$ cat src/rtl/hbd_pkg.sv
`timescale 1ns / 1ps
// ----------------------------------------------------------------------------
// hbd_pkg: shared constants and types for the Huffman bit stream decoder
// Defaults for the top-level parameters, field widths, register indexes,
// operation codes and the table scan status word.
// ----------------------------------------------------------------------------
package hbd_pkg;

  // defaults for top-level parameters
  localparam int TABLE_ENTRIES_DFLT = 128;
  localparam int CODE_BITS_DFLT     = 8;
  localparam int COUNT_BITS_DFLT    = 20;

  // fixed field widths
  localparam int SYM_BITS     = 7;
  localparam int IDX_BITS     = 7;
  localparam int IN_CODE_BITS = 8;
  localparam int BYTE_BITS    = 8;
  localparam int ECNT_BITS    = 8;
  localparam int MLEN_BITS    = 20;

  // stream word widths
  localparam int S_TDATA_W = 32;
  localparam int M_TDATA_W = 8;

  // configuration port
  localparam int CFG_AW = 1;
  localparam int CFG_DW = 20;
  localparam logic [CFG_AW-1:0] REG_ENTRY_COUNT    = 1'd0;
  localparam logic [CFG_AW-1:0] REG_MESSAGE_LENGTH = 1'd1;

  // operation codes (input tuser)
  localparam logic OP_LOAD   = 1'b0;
  localparam logic OP_DECODE = 1'b1;

  // table scan result, returned once per scanned bit
  typedef struct packed {
    logic                done;  // one-cycle pulse: scan finished
    logic                hit;   // exactly one entry matched
    logic [SYM_BITS-1:0] sym;   // symbol of the matching entry
  } scan_status_t;

endpackage

$ cat src/rtl/huffman_bitstream_decoder.sv
`timescale 1ns / 1ps
// ----------------------------------------------------------------------------
// huffman_bitstream_decoder: bit-serial Huffman stream decoder
// Table loads and stream bytes arrive on one input stream; each byte is
// shifted out one bit per step and matched against the loaded code table.
//
//   channel  | dir | handshake          | payload
//   ---------+-----+--------------------+--------------------------------------
//   s_*      | in  | s_tvalid/s_tready  | tuser: operation; tdata: entry_index,
//            |     |                    | code_bits, symbol_value, data_byte
//   m_*      | out | m_tvalid/m_tready  | tdata: symbol; tlast: last_of_run;
//            |     |                    | tuser: message_done
//   cfg_*    | in  | cfg_we             | cfg_addr: register, cfg_wdata: value
//
// A load word is taken without leaving the idle state. For a data word,
// each bit is a full scan of N = min(entry_count, TABLE_ENTRIES) entries that
// reads one entry per cycle through the RAM read port. A finished message
// ends the word at once. rst is synchronous, active high; it clears control
// state and the decode position (the table is undefined until loaded).
// A stalled m_tready holds the scan at the next symbol; s_tready is high only
// between words, while the previous word's last symbol may still wait in the
// output register.
// ----------------------------------------------------------------------------
module huffman_bitstream_decoder #(
  parameter int TABLE_ENTRIES = hbd_pkg::TABLE_ENTRIES_DFLT,
  parameter int CODE_BITS     = hbd_pkg::CODE_BITS_DFLT,
  parameter int COUNT_BITS    = hbd_pkg::COUNT_BITS_DFLT
) (
  input  logic                           clk,
  input  logic                           rst,
  // input stream
  input  logic                           s_tvalid,
  output logic                           s_tready,
  // [6:0] entry_index, [14:7] code_bits, [21:15] symbol_value,
  // [29:22] data_byte, [31:30] zero
  input  logic [hbd_pkg::S_TDATA_W-1:0]  s_tdata,
  input  logic                           s_tuser,   // [0] operation
  // output stream
  output logic                           m_tvalid,
  input  logic                           m_tready,
  output logic [hbd_pkg::M_TDATA_W-1:0]  m_tdata,   // [6:0] symbol, [7] zero
  output logic                           m_tlast,   // last_of_run
  output logic                           m_tuser,   // [0] message_done
  // configuration
  input  logic                           cfg_we,
  input  logic [hbd_pkg::CFG_AW-1:0]     cfg_addr,
  input  logic [hbd_pkg::CFG_DW-1:0]     cfg_wdata
);

  localparam int AW = $clog2(TABLE_ENTRIES);
  localparam int NW = $clog2(TABLE_ENTRIES + 1);
  localparam int OW = $clog2(CODE_BITS);
  localparam int BW = $clog2(hbd_pkg::BYTE_BITS + 1);

  typedef enum logic [5:0] {
    ST_IDLE  = 6'b000001,
    ST_START = 6'b000010,
    ST_WAIT  = 6'b000100,
    ST_PUSH  = 6'b001000,
    ST_NEXT  = 6'b010000,
    ST_FLUSH = 6'b100000
  } state_t;

  state_t state;

  // input fields
  logic [hbd_pkg::IDX_BITS-1:0]     in_index;
  logic [hbd_pkg::IN_CODE_BITS-1:0] in_code;
  logic [hbd_pkg::SYM_BITS-1:0]     in_sym;
  logic [hbd_pkg::BYTE_BITS-1:0]    in_byte;
  logic                             s_fire;

  assign in_index = s_tdata[6:0];
  assign in_code  = s_tdata[14:7];
  assign in_sym   = s_tdata[21:15];
  assign in_byte  = s_tdata[29:22];
  assign s_tready = (state == ST_IDLE);
  assign s_fire   = s_tvalid && s_tready;

  // configuration registers
  logic [hbd_pkg::ECNT_BITS-1:0] entry_count;
  logic [hbd_pkg::MLEN_BITS-1:0] message_length;

  always_ff @(posedge clk) begin
    if (rst) begin
      entry_count    <= hbd_pkg::ECNT_BITS'(1);
      message_length <= '0;
    end else if (cfg_we) begin
      case (cfg_addr)
        hbd_pkg::REG_ENTRY_COUNT:    entry_count    <= cfg_wdata[hbd_pkg::ECNT_BITS-1:0];
        hbd_pkg::REG_MESSAGE_LENGTH: message_length <= cfg_wdata[hbd_pkg::MLEN_BITS-1:0];
        default: ;
      endcase
    end
  end

  // entries taking part in matching, saturated to the table size
  logic [NW-1:0]         n_eff;
  logic [COUNT_BITS-1:0] limit;

  always_comb begin
    if (32'(entry_count) > TABLE_ENTRIES) begin
      n_eff = NW'(TABLE_ENTRIES);
    end else begin
      n_eff = NW'(entry_count);
    end
  end

  assign limit = COUNT_BITS'(message_length);

  // decode position
  logic [CODE_BITS-1:0]          partial;
  logic [OW-1:0]                 offset;
  logic [COUNT_BITS-1:0]         count;
  logic [hbd_pkg::BYTE_BITS-1:0] data_sr;   // byte shift register, LSB next
  logic [BW-1:0]                 bits_left;
  logic                          fin;
  logic [CODE_BITS-1:0]          pc_new;
  logic [CODE_BITS-1:0]          mask;

  assign fin = (count >= limit);

  // partial code with the current bit appended; mask covers bits 0..offset
  always_comb begin
    pc_new = partial | ({{(CODE_BITS-1){1'b0}}, data_sr[0]} << offset);
    for (int k = 0; k < CODE_BITS; k++) begin
      mask[k] = (k <= int'(offset));
    end
  end

  // table and scan unit
  hbd_pkg::scan_status_t status;
  logic                  tbl_we;

  assign tbl_we = s_fire && (s_tuser == hbd_pkg::OP_LOAD) &&
                  (32'(in_index) < TABLE_ENTRIES);

  hbd_matcher #(
    .TABLE_ENTRIES (TABLE_ENTRIES),
    .CODE_BITS     (CODE_BITS)
  ) u_matcher (
    .clk       (clk),
    .rst       (rst),
    .wr_en     (tbl_we),
    .wr_addr   (AW'(in_index)),
    .wr_code   (CODE_BITS'(in_code)),
    .wr_sym    (in_sym),
    .start     (state == ST_START),
    .n_entries (n_eff),
    .pcode     (pc_new),
    .mask      (mask),
    .status    (status)
  );

  // one pending symbol is held back until it is known whether it ends the byte
  logic                         pend_valid;
  logic [hbd_pkg::SYM_BITS-1:0] pend_sym;
  logic                         pend_done;
  logic                         out_free;
  logic                         out_load;
  logic [hbd_pkg::SYM_BITS-1:0] out_sym;

  assign out_free = !m_tvalid || m_tready;
  assign out_load = pend_valid && out_free && ((state == ST_PUSH) || (state == ST_FLUSH));
  assign m_tdata  = hbd_pkg::M_TDATA_W'(out_sym);

  always_ff @(posedge clk) begin
    if (rst) begin
      state      <= ST_IDLE;
      partial    <= '0;
      offset     <= '0;
      count      <= '0;
      bits_left  <= '0;
      pend_valid <= 1'b0;
      m_tvalid   <= 1'b0;
    end else begin
      // output register: loaded from the pending slot, cleared when taken
      if (out_load) begin
        m_tvalid <= 1'b1;
      end else if (m_tready) begin
        m_tvalid <= 1'b0;
      end
      case (state)
        ST_IDLE: begin
          if (s_fire) begin
            if (s_tuser == hbd_pkg::OP_LOAD) begin
              partial <= '0;
              offset  <= '0;
              count   <= '0;
            end else begin
              bits_left <= BW'(hbd_pkg::BYTE_BITS);
              if (!fin) begin
                state <= ST_START;
              end
            end
          end
        end
        ST_START: begin
          state <= ST_WAIT;
        end
        ST_WAIT: begin
          if (status.done) begin
            bits_left <= bits_left - BW'(1);
            if (status.hit) begin
              partial <= '0;
              offset  <= '0;
              count   <= count + COUNT_BITS'(1);
              state   <= ST_PUSH;
            end else begin
              // overflow: drop the partial code after CODE_BITS misses
              if (offset == OW'(CODE_BITS - 1)) begin
                partial <= '0;
                offset  <= '0;
              end else begin
                partial <= pc_new;
                offset  <= offset + OW'(1);
              end
              state <= ST_NEXT;
            end
          end
        end
        ST_PUSH: begin
          if (!pend_valid) begin
            pend_valid <= 1'b1;
            state      <= ST_NEXT;
          end else if (out_free) begin
            m_tlast  <= 1'b0;
            m_tuser  <= pend_done;
            state    <= ST_NEXT;
          end
        end
        ST_NEXT: begin
          if ((bits_left == '0) || fin) begin
            state <= ST_FLUSH;
          end else begin
            state <= ST_START;
          end
        end
        ST_FLUSH: begin
          if (!pend_valid) begin
            state <= ST_IDLE;
          end else if (out_free) begin
            m_tlast    <= 1'b1;
            m_tuser    <= pend_done;
            pend_valid <= 1'b0;
            state      <= ST_IDLE;
          end
        end
        default: begin
          state <= ST_IDLE;
        end
      endcase
    end
  end

  // payload registers
  always_ff @(posedge clk) begin
    if (s_fire && (s_tuser == hbd_pkg::OP_DECODE)) begin
      data_sr <= in_byte;
    end else if ((state == ST_WAIT) && status.done) begin
      data_sr <= data_sr >> 1;
    end
    if ((state == ST_PUSH) && (!pend_valid || out_free)) begin
      pend_sym  <= status.sym;
      pend_done <= fin;
      if (pend_valid) begin
        out_sym <= pend_sym;
      end
    end
    if ((state == ST_FLUSH) && pend_valid && out_free) begin
      out_sym <= pend_sym;
    end
  end

  // ---------------------------------------------------------------------------
  // assertions
  // ---------------------------------------------------------------------------
  // a symbol that finishes the message always ends its byte's run
  a_done_is_last: assert property (@(posedge clk) disable iff (rst)
    m_tvalid && m_tuser |-> m_tlast)
    else $error("message_done without last_of_run");

  // scan results arrive only while the sequencer waits for them
  a_done_in_wait: assert property (@(posedge clk) disable iff (rst)
    status.done |-> (state == ST_WAIT))
    else $error("scan finished outside wait state");

  // nothing is held back once the block is ready for the next word
  a_idle_no_pend: assert property (@(posedge clk) disable iff (rst)
    (state == ST_IDLE) |-> !pend_valid)
    else $error("pending symbol left behind at idle");

  // a scan start is always followed by the wait state
  a_start_wait: assert property (@(posedge clk) disable iff (rst)
    (state == ST_START) |=> (state == ST_WAIT))
    else $error("scan start not followed by wait");

endmodule

$ cat src/rtl/hbd_ram.sv
`timescale 1ns / 1ps
// ----------------------------------------------------------------------------
// hbd_ram: generic simple dual-port RAM
// One write port, one read port, registered read data.
// ----------------------------------------------------------------------------
module hbd_ram #(
  parameter int WIDTH = 8,
  parameter int DEPTH = 128
) (
  input  logic                     clk,
  input  logic                     we,
  input  logic [$clog2(DEPTH)-1:0] waddr,
  input  logic [WIDTH-1:0]         wdata,
  input  logic [$clog2(DEPTH)-1:0] raddr,
  output logic [WIDTH-1:0]         rdata
);

  logic [WIDTH-1:0] mem [DEPTH];

  always_ff @(posedge clk) begin
    if (we) begin
      mem[waddr] <= wdata;
    end
    rdata <= mem[raddr];
  end

endmodule

$ cat src/rtl/hbd_matcher.sv
`timescale 1ns / 1ps
// ----------------------------------------------------------------------------
// hbd_matcher: code table store and serial match scan
// Holds code/symbol pairs in RAM. A start walks entries 0..n-1, one read per
// cycle, counts masked matches (saturating at two) and reports a unique hit.
// ----------------------------------------------------------------------------
module hbd_matcher #(
  parameter int TABLE_ENTRIES = hbd_pkg::TABLE_ENTRIES_DFLT,
  parameter int CODE_BITS     = hbd_pkg::CODE_BITS_DFLT
) (
  input  logic                               clk,
  input  logic                               rst,
  // table write
  input  logic                               wr_en,
  input  logic [$clog2(TABLE_ENTRIES)-1:0]   wr_addr,
  input  logic [CODE_BITS-1:0]               wr_code,
  input  logic [hbd_pkg::SYM_BITS-1:0]       wr_sym,
  // scan request, operands held stable until done
  input  logic                               start,
  input  logic [$clog2(TABLE_ENTRIES+1)-1:0] n_entries,
  input  logic [CODE_BITS-1:0]               pcode,
  input  logic [CODE_BITS-1:0]               mask,
  output hbd_pkg::scan_status_t              status
);

  localparam int AW = $clog2(TABLE_ENTRIES);
  localparam int NW = $clog2(TABLE_ENTRIES + 1);
  localparam int RW = CODE_BITS + hbd_pkg::SYM_BITS;

  logic                         busy;
  logic [NW-1:0]                idx;
  logic                         rd_v;
  logic                         rd_last;
  logic [1:0]                   cnt;
  logic [1:0]                   cnt_next;
  logic [hbd_pkg::SYM_BITS-1:0] sym_cap;
  logic [hbd_pkg::SYM_BITS-1:0] sym_next;
  logic [RW-1:0]                rdata;
  logic [CODE_BITS-1:0]         rd_code;
  logic [hbd_pkg::SYM_BITS-1:0] rd_sym;
  logic                         match;
  logic [NW-1:0]                n_m1;
  logic                         empty_start;
  logic                         scan_end;

  hbd_ram #(
    .WIDTH (RW),
    .DEPTH (TABLE_ENTRIES)
  ) u_ram (
    .clk   (clk),
    .we    (wr_en),
    .waddr (wr_addr),
    .wdata ({wr_sym, wr_code}),
    .raddr (idx[AW-1:0]),
    .rdata (rdata)
  );

  assign rd_code     = rdata[CODE_BITS-1:0];
  assign rd_sym      = rdata[RW-1:CODE_BITS];
  assign match       = ((rd_code ^ pcode) & mask) == '0;
  assign n_m1        = n_entries - NW'(1);
  assign empty_start = start && (n_entries == '0);
  assign scan_end    = rd_v && rd_last;

  always_comb begin
    cnt_next = cnt;
    sym_next = sym_cap;
    if (rd_v && match) begin
      if (cnt == 2'd0) begin
        cnt_next = 2'd1;
        sym_next = rd_sym;
      end else begin
        cnt_next = 2'd2;
      end
    end
  end

  always_ff @(posedge clk) begin
    if (rst) begin
      busy        <= 1'b0;
      idx         <= '0;
      rd_v        <= 1'b0;
      rd_last     <= 1'b0;
      cnt         <= 2'd0;
      status.done <= 1'b0;
      status.hit  <= 1'b0;
    end else begin
      cnt         <= start ? 2'd0 : cnt_next;
      rd_v        <= busy;
      rd_last     <= busy && (idx == n_m1);
      // empty table: nothing can match, report at once
      status.done <= empty_start || scan_end;
      if (empty_start) begin
        status.hit <= 1'b0;
      end else if (scan_end) begin
        status.hit <= (cnt_next == 2'd1);
      end
      if (start) begin
        idx <= '0;
        if (n_entries != '0) begin
          busy <= 1'b1;
        end
      end else if (busy) begin
        idx <= idx + NW'(1);
        if (idx == n_m1) begin
          busy <= 1'b0;
        end
      end
      if (scan_end) begin
        status.sym <= sym_next;
      end
    end
  end

  // payload: no reset needed
  always_ff @(posedge clk) begin
    sym_cap <= sym_next;
  end

endmodule

$ cat config.mk
export PLATFORM = sky130hd
export DESIGN_NAME = huffman_bitstream_decoder
export DESIGN_NICKNAME = d
export VERILOG_FILES = /design/src/rtl/hbd_pkg.sv /design/src/rtl/huffman_bitstream_decoder.sv /design/src/rtl/hbd_ram.sv /design/src/rtl/hbd_matcher.sv
export SDC_FILE = /design/constraint.sdc
export NUM_CORES = 2
export LEC_CHECK = 0
export BUFFER_PORTS_ARGS = -buffer_cell sky130_fd_sc_hd__buf_2
export CAP_MARGIN = 20
export CORE_ASPECT_RATIO = 1.2
export CORE_MARGIN = 4
export CORE_UTILIZATION = 28
export DETAILED_ROUTE_END_ITERATION = 12
export PLACE_DENSITY = 0.43
export SLEW_MARGIN = 20
export SYNTH_ARGS = -nofsm -noshare
export SYNTH_HDL_FRONTEND = slang
export SYNTH_SLANG_ARGS = --single-unit
$ cat constraint.sdc
create_clock -name clk -period 5.6 [get_ports clk]
set_clock_uncertainty 0.15 [all_clocks]
set_input_delay 0.84 -clock clk [delete_from_list [all_inputs] [get_ports clk]]
set_output_delay 0.84 -clock clk [all_outputs]
set_load 0.005 [all_outputs]
; ---- After elaboration in Yosys (flattened, before gate mapping)
; Memories as Yosys holds them, arrays and structs flattened. A register that Yosys moved wholly into a read port is not among the register bits.
; Index checks and enable logic that the tools add are counted.
[totals]
output_inout_bits = 12
regBits = 125
inputBits = 59
word_cells = 170
n_memories = 1
ramBits = 1920
[classes]
reduce_logical = 44
addsub = 5
shift = 1
bitwise = 6
muxes = 58
n_lt_le_gt_ge = 9
n_eq_ne = 22
[mem_list]
columns = memory, depth, word_bits, read_ports, rd_ports_with_merged_regs, write_ports, line_no
row1 = u_matcher.u_ram.mem, 128, 15, 1, 1, 1, hbd_ram.sv:18  ; logic [WIDTH-1:0] mem [DEPTH];
[op_table]
columns = operator, n
row1 = 20-bit 2-to-1 mux, 4
row2 = 8-bit 2-to-1 mux, 8
row3 = 6-bit 2-to-1 mux, 9
row4 = 20-bit one-hot mux with 2 select lines, 1
row5 = 6-bit one-hot mux with 6 select lines, 1
row6 = 7-bit 2-to-1 mux, 5
row7 = "20-bit by 1-bit adder with 20-bit output, second input constant", 1
row8 = 20-bit greater-or-equal comparator, 1
row9 = 8-bit zero test, 2
row10 = 8-bit one-hot mux with 2 select lines, 1
row11 = 3-bit 2-to-1 mux, 5
row12 = 1-bit 2-to-1 mux, 14
row13 = "2-bit inequality test, second input constant", 7
row14 = 1-bit logical AND, 13
row15 = "3-bit less-or-equal comparator, first input constant", 4
row16 = 4-bit 2-to-1 mux, 3
row17 = 4-bit AND reduction, 3
row18 = 6-bit AND reduction, 2
row19 = 2-bit nonzero test, 6
row20 = "8-bit by 1-bit adder with 8-bit output, second input constant", 1
row21 = 8-bit bitwise AND, 1
row22 = 8-bit equality test, 1
row23 = "8-bit > comparator, second input constant", 1
row24 = "2-bit by 1-bit inequality test with 1-bit output, second input constant", 4
row25 = other kinds (31), 47

; ---- Depth between registers and ports, before layout
[logic_depth]
word_depth = 8
ltp_mapped = 11
ltp_nobuf = 9

; ---- Hierarchy
; Synthesis repeated with hierarchy kept, for this count alone.
[hier_totals]
cells_unflattened = 3573
hier_area_um2 = 79772.8
[by_module_without_submodules]
columns = mod, area_each_um2, seq_area_each_um2, instances, cells_per_inst
row1 = hbd_ram, 73629.4, 57955.6, 1, 2904
row2 = huffman_bitstream_decoder, 4697.0, 2172.1, 1, 526
row3 = hbd_matcher, 1446.4, 650.6, 1, 143

; ---- Worst setup path before layout
; No wires, ideal clock.
[synth_timing]
path_type = input to register
start = in s_tuser
end = mem u_matcher.u_ram.mem[106][0] in the netlist's numbering (enable)
path_buffers = 3
t_arrival_ns = 2.492
setup_slack_ns = 2.572
required_ns = 5.064
setup_ns = 0.386
path_stages = 7
path_cell_list = inv_1 -> and4_1 -> buf_2 -> buf_2 -> nand3_1 -> clkbuf_1 -> nor2_1
[synth_between]
elab_chain_cells = 4
[synth_lines]
columns = element, line_no
row1 = from (decl), huffman_bitstream_decoder.sv:37  ; input logic s_tuser,
row2 = 1-bit inverter, -
row3 = 1-bit logical AND, huffman_bitstream_decoder.sv:135  ; assign tbl_we = s_fire && (s_tuser == hbd_pkg::OP_LOAD) &&
row4 = 1-bit 2-to-1 mux, hbd_ram.sv:21  ; if (we) begin
row5 = 1-bit 2-to-1 mux (not written as such), hbd_ram.sv:22  ; mem[waddr] <= wdata;
row6 = to (decl), hbd_ram.sv:18
; Every way passes these cells.

; ---- Worst setup path in the final report
[layout_timing]
start = reg state[1]
end = mem u_matcher.u_ram.mem[116][10] in the netlist's numbering (enable)
[layout_between]
elab_chain_cells = 5
[layout_lines]
columns = element, line_no
row1 = from (decl), huffman_bitstream_decoder.sv:64  ; state_t state;
row2 = from (signal assigned), huffman_bitstream_decoder.sv:169  ; state <= ST_IDLE;
row3 = from (signal assigned), huffman_bitstream_decoder.sv:193  ; state <= ST_START;
row4 = from (signal assigned), huffman_bitstream_decoder.sv:199  ; state <= ST_WAIT;
row5 = 6-bit by 1-bit equality test with 1-bit output, huffman_bitstream_decoder.sv:77  ; assign s_tready = (state == ST_IDLE);
row6 = 1-bit logical AND, huffman_bitstream_decoder.sv:78  ; assign s_fire = s_tvalid && s_tready;
row7 = 1-bit logical AND, huffman_bitstream_decoder.sv:135
row8 = 1-bit 2-to-1 mux, hbd_ram.sv:21
row9 = 1-bit 2-to-1 mux (not written as such), hbd_ram.sv:22
; Every way passes these cells.

==> impl_metrics.ini <==
[detailed_routing]
wire_per_inst_um = 27.3
drtIter0Drc = 3448
vias = 39715
drt-vias-per-instance = 4.81
met1_length_mm = 96.1
antenna_left = 0
top_layer_used = met4
route.detailed.drc = 0
dr.pass1.iters = 5
dr_wl_met2_mm = 114
drt-total-wl_mm = 226
met3_wirelength_mm = 9.57

[clock_network]
clkSinkCount = 2060
numCtsBuffers = 215
path_clk_slew_ns = 0.06
cts_tree = built
post_cts_resized = 0
cts_root_buf = clkbuf_16
cts.htree.levels = 4
clk_latency_ns = 0.89
cts_buffer_depth = 4

[synth]
synth.area.top_cells = edfxtp_1 74%, mux4_2 12%, dfxtp_1 2.7%, mux2i_1 2.2%, a22oi_1 1.0%
synth_cell_types = 77
yosys.area.top_type_share_pct = 73.5
synth-seq-cells = 2060
synth-edff-count = 1952
netlist_area_um2 = 79700
async_flop_share_pct = 0
synth_largest_area_cell = edfxtp_1
synth_ff_type = edfxtp_1
yosysSeqAreaShare_pct = 76.2
ys_warn_count = 0
mappedNetlistNets = 4086
syn_inst = 3999
synth_area_per_cell_um2 = 19.9

[power]
irDropWorstVdd_uv = 221
p_per_area_nw_per_um2 = 339
p_leak_nw = 27.7

[timing]
final_max_slew_viol_count = 0
grt_setup_unrepaired = false
whs_ns = 0.0830
finalHoldViolations = 0
worst_slack_ns = 1.41
clock.fmax_mhz = 238
fin_tns_setup_ns = 0
setup_viol = 0
fin_crit_ns = 4.19
fin_crit_sh_pct = 74.9
worst_slew_pin_slew_ns = 1.11
max_slew_margin_pct = 24.1

[floorplan]
coreArea_um2 = 283000
row_count = 214
die_height_um = 593
initial_core_util_pct = 28.1
dieArea_um2 = 293000
ioPinCount = 71
die_w_um = 495

[placement]
placed_cell_area_um2 = 85700
port_buffers = 67
place_congestion = 0.753
pre_cts_slack_ns = 1.29
dp_hpwl_mm = 138

[worst_setup_path]
slowest_stage = nor2_1
crit_family = simple AND/OR/NAND/NOR gates
r2r-start = state[1]
cp.arrival_ns = 4.57
r2r_cells = 6
rr_endpoint = u_matcher.u_ram.mem[116][10]
start_kind = flip-flop
path_cells = nor4_2 -> and4_1 -> and2b_1 -> nand2_1 -> nor2_1 -> buf_4
max_stage_delay_ns = 0.75
crit_start = state[1]
critPathRequiredTime_ns = 5.98
r2r_slack_ns = 1.41
crit_path_end_kind = flip-flop
crit_buf_inv = 1
path_depth = 6
critPathMaxFanout = 12
crit_type = reg -> reg

[cells_and_area]
layout-drive-gt1-share_pct = 23.2
regArea_um2 = 60800
multi_input_area_um2 = 17800
fin_area_um2 = 92500
fin_util_pct = 32.6
fill_cells = 27203
layout_common_cells = 1952 x edfxtp_1, 413 x mux4_2, 224 x buf_4, 217 x clkbuf_16, 192 x nor2_1
final_common_cell = edfxtp_1
syn_to_final_growth_pct = 16.0
final_nets = 4403

[global_routing]
grt_pass1_vias = 41198
grt_pass1_wl_mm = 318
grt_use_total_pct = 15.1
antenna_found_initial = 14
grt_max_degree = 129
gr-total-overflow = 0

[job]
max_cap_viol_count = 0

[min_path]
min_from = cfg_wdata[18]
whs_path_depth = 3
min_to = limit[18]
hold_path.class = in -> reg

[run_status]
status = finished clean
-- kinds of logic after synthesis --
family                   Yosys count  synth area share (%)
AO/OA/AOI/OAI                    445                  3.76
XOR/XNOR                          32                 0.369
adder cells (fa/ha/maj)           28                 0.439
buffers and inverters            246                  1.61
flip-flops                      2060                  76.2
multiplexers                     608                  14.1
other                              1               0.00470
AND/OR/NAND/NOR                  579                  3.46
-- through the flow --
step	cells	power, W
global placement	7859	0.0180
finish	8258	0.0314
floorplan	3999	0.0176
detailed placement	7860	0.0180
CTS	8254	0.0318
global route	8255	0.0325
-- layer usage --
metal  track usage [%]  up-vias
met5                 0        -
met4              3.91        0
met3              1.94      279
met2              26.3      915
met1              19.9    21408
li1                  -    17113
-- flip-flops by register name, indices dropped and copies added, names as in the netlist, 2 cells and up --
name                   flops
data_sr                    8
u_matcher.status           9
bits_left                  4
u_matcher.cnt              2
state                      6
partial                    8
out_sym                    7
u_matcher.sym_cap          7
limit                     20
entry_count                8
u_matcher.u_ram.rdata     15
u_matcher.idx              8
count                     20
pend_sym                   7
offset                     3
u_matcher.u_ram.mem     1920
-- how the worst max path moves through the flow --
| stage | slack (ns) | end |
|---|---|---|
| after floorplan | 2.57 | u_matcher.u_ram.mem[106][0] |
| after global placement | 1.26 | u_matcher.u_ram.mem[116][7] |
| after detailed placement | 1.29 | u_matcher.u_ram.mem[116][7] |
| after CTS | 1.33 | u_matcher.u_ram.mem[116][5] |
| after global routing | 1.23 | u_matcher.u_ram.mem[116][10] |
| final | 1.41 | u_matcher.u_ram.mem[116][10] |
-- cells in the mapped netlist, types with 16 or more instances --
| cell type | number |
|---|---|
| edfxtp_1 | 1952 |
| mux4_2 | 413 |
| nor2_1 | 204 |
| mux2i_1 | 173 |
| nand2_1 | 148 |
| a22oi_1 | 110 |
| dfxtp_1 | 108 |
| a21oi_1 | 94 |
| clkbuf_1 | 88 |
| o22ai_1 | 82 |
| buf_2 | 61 |
| buf_4 | 44 |
| nand3_1 | 40 |
| a211oi_1 | 39 |
| nor3_1 | 38 |
| inv_1 | 31 |
| o21ai_0 | 31 |
| ha_1 | 28 |
| nand4_1 | 24 |
| mux2_2 | 22 |
| nor2b_1 | 22 |
| xor2_1 | 22 |
| and3_1 | 17 |
| nand2b_1 | 16 |
-- layout make-up --
class	count	share of cell area (%)
timing repair buffer	314	2.72
sequential	2060	65.7
clock buffer	261	6.06
inverter	32	0.130
tap	3780	5.11
antenna	4	0.0108
clock inverter	114	1.04
multi-input combinational	1693	19.2
-- tightest hold or removal path, stage by stage --
cell and delay, ns:
buf_2 0.09, nand2_1 0.05, a21oi_1 0.05
-- report_power, final --
group	internal [W]	total, W	switching [W]	leakage, nW
Sequential	0.0169	0.0169	0.0000330	18.4
Clock	0.00780	0.0137	0.00589	3.21
Combinational	0.000230	0.000773	0.000544	6.03
-- repair_timing --
item	4_1_cts	5_1_grt
endpoints found under the hold margin	23	0
hold buffers	19	0
buffers inserted	0	0
(Power assumes the default switching activity.)
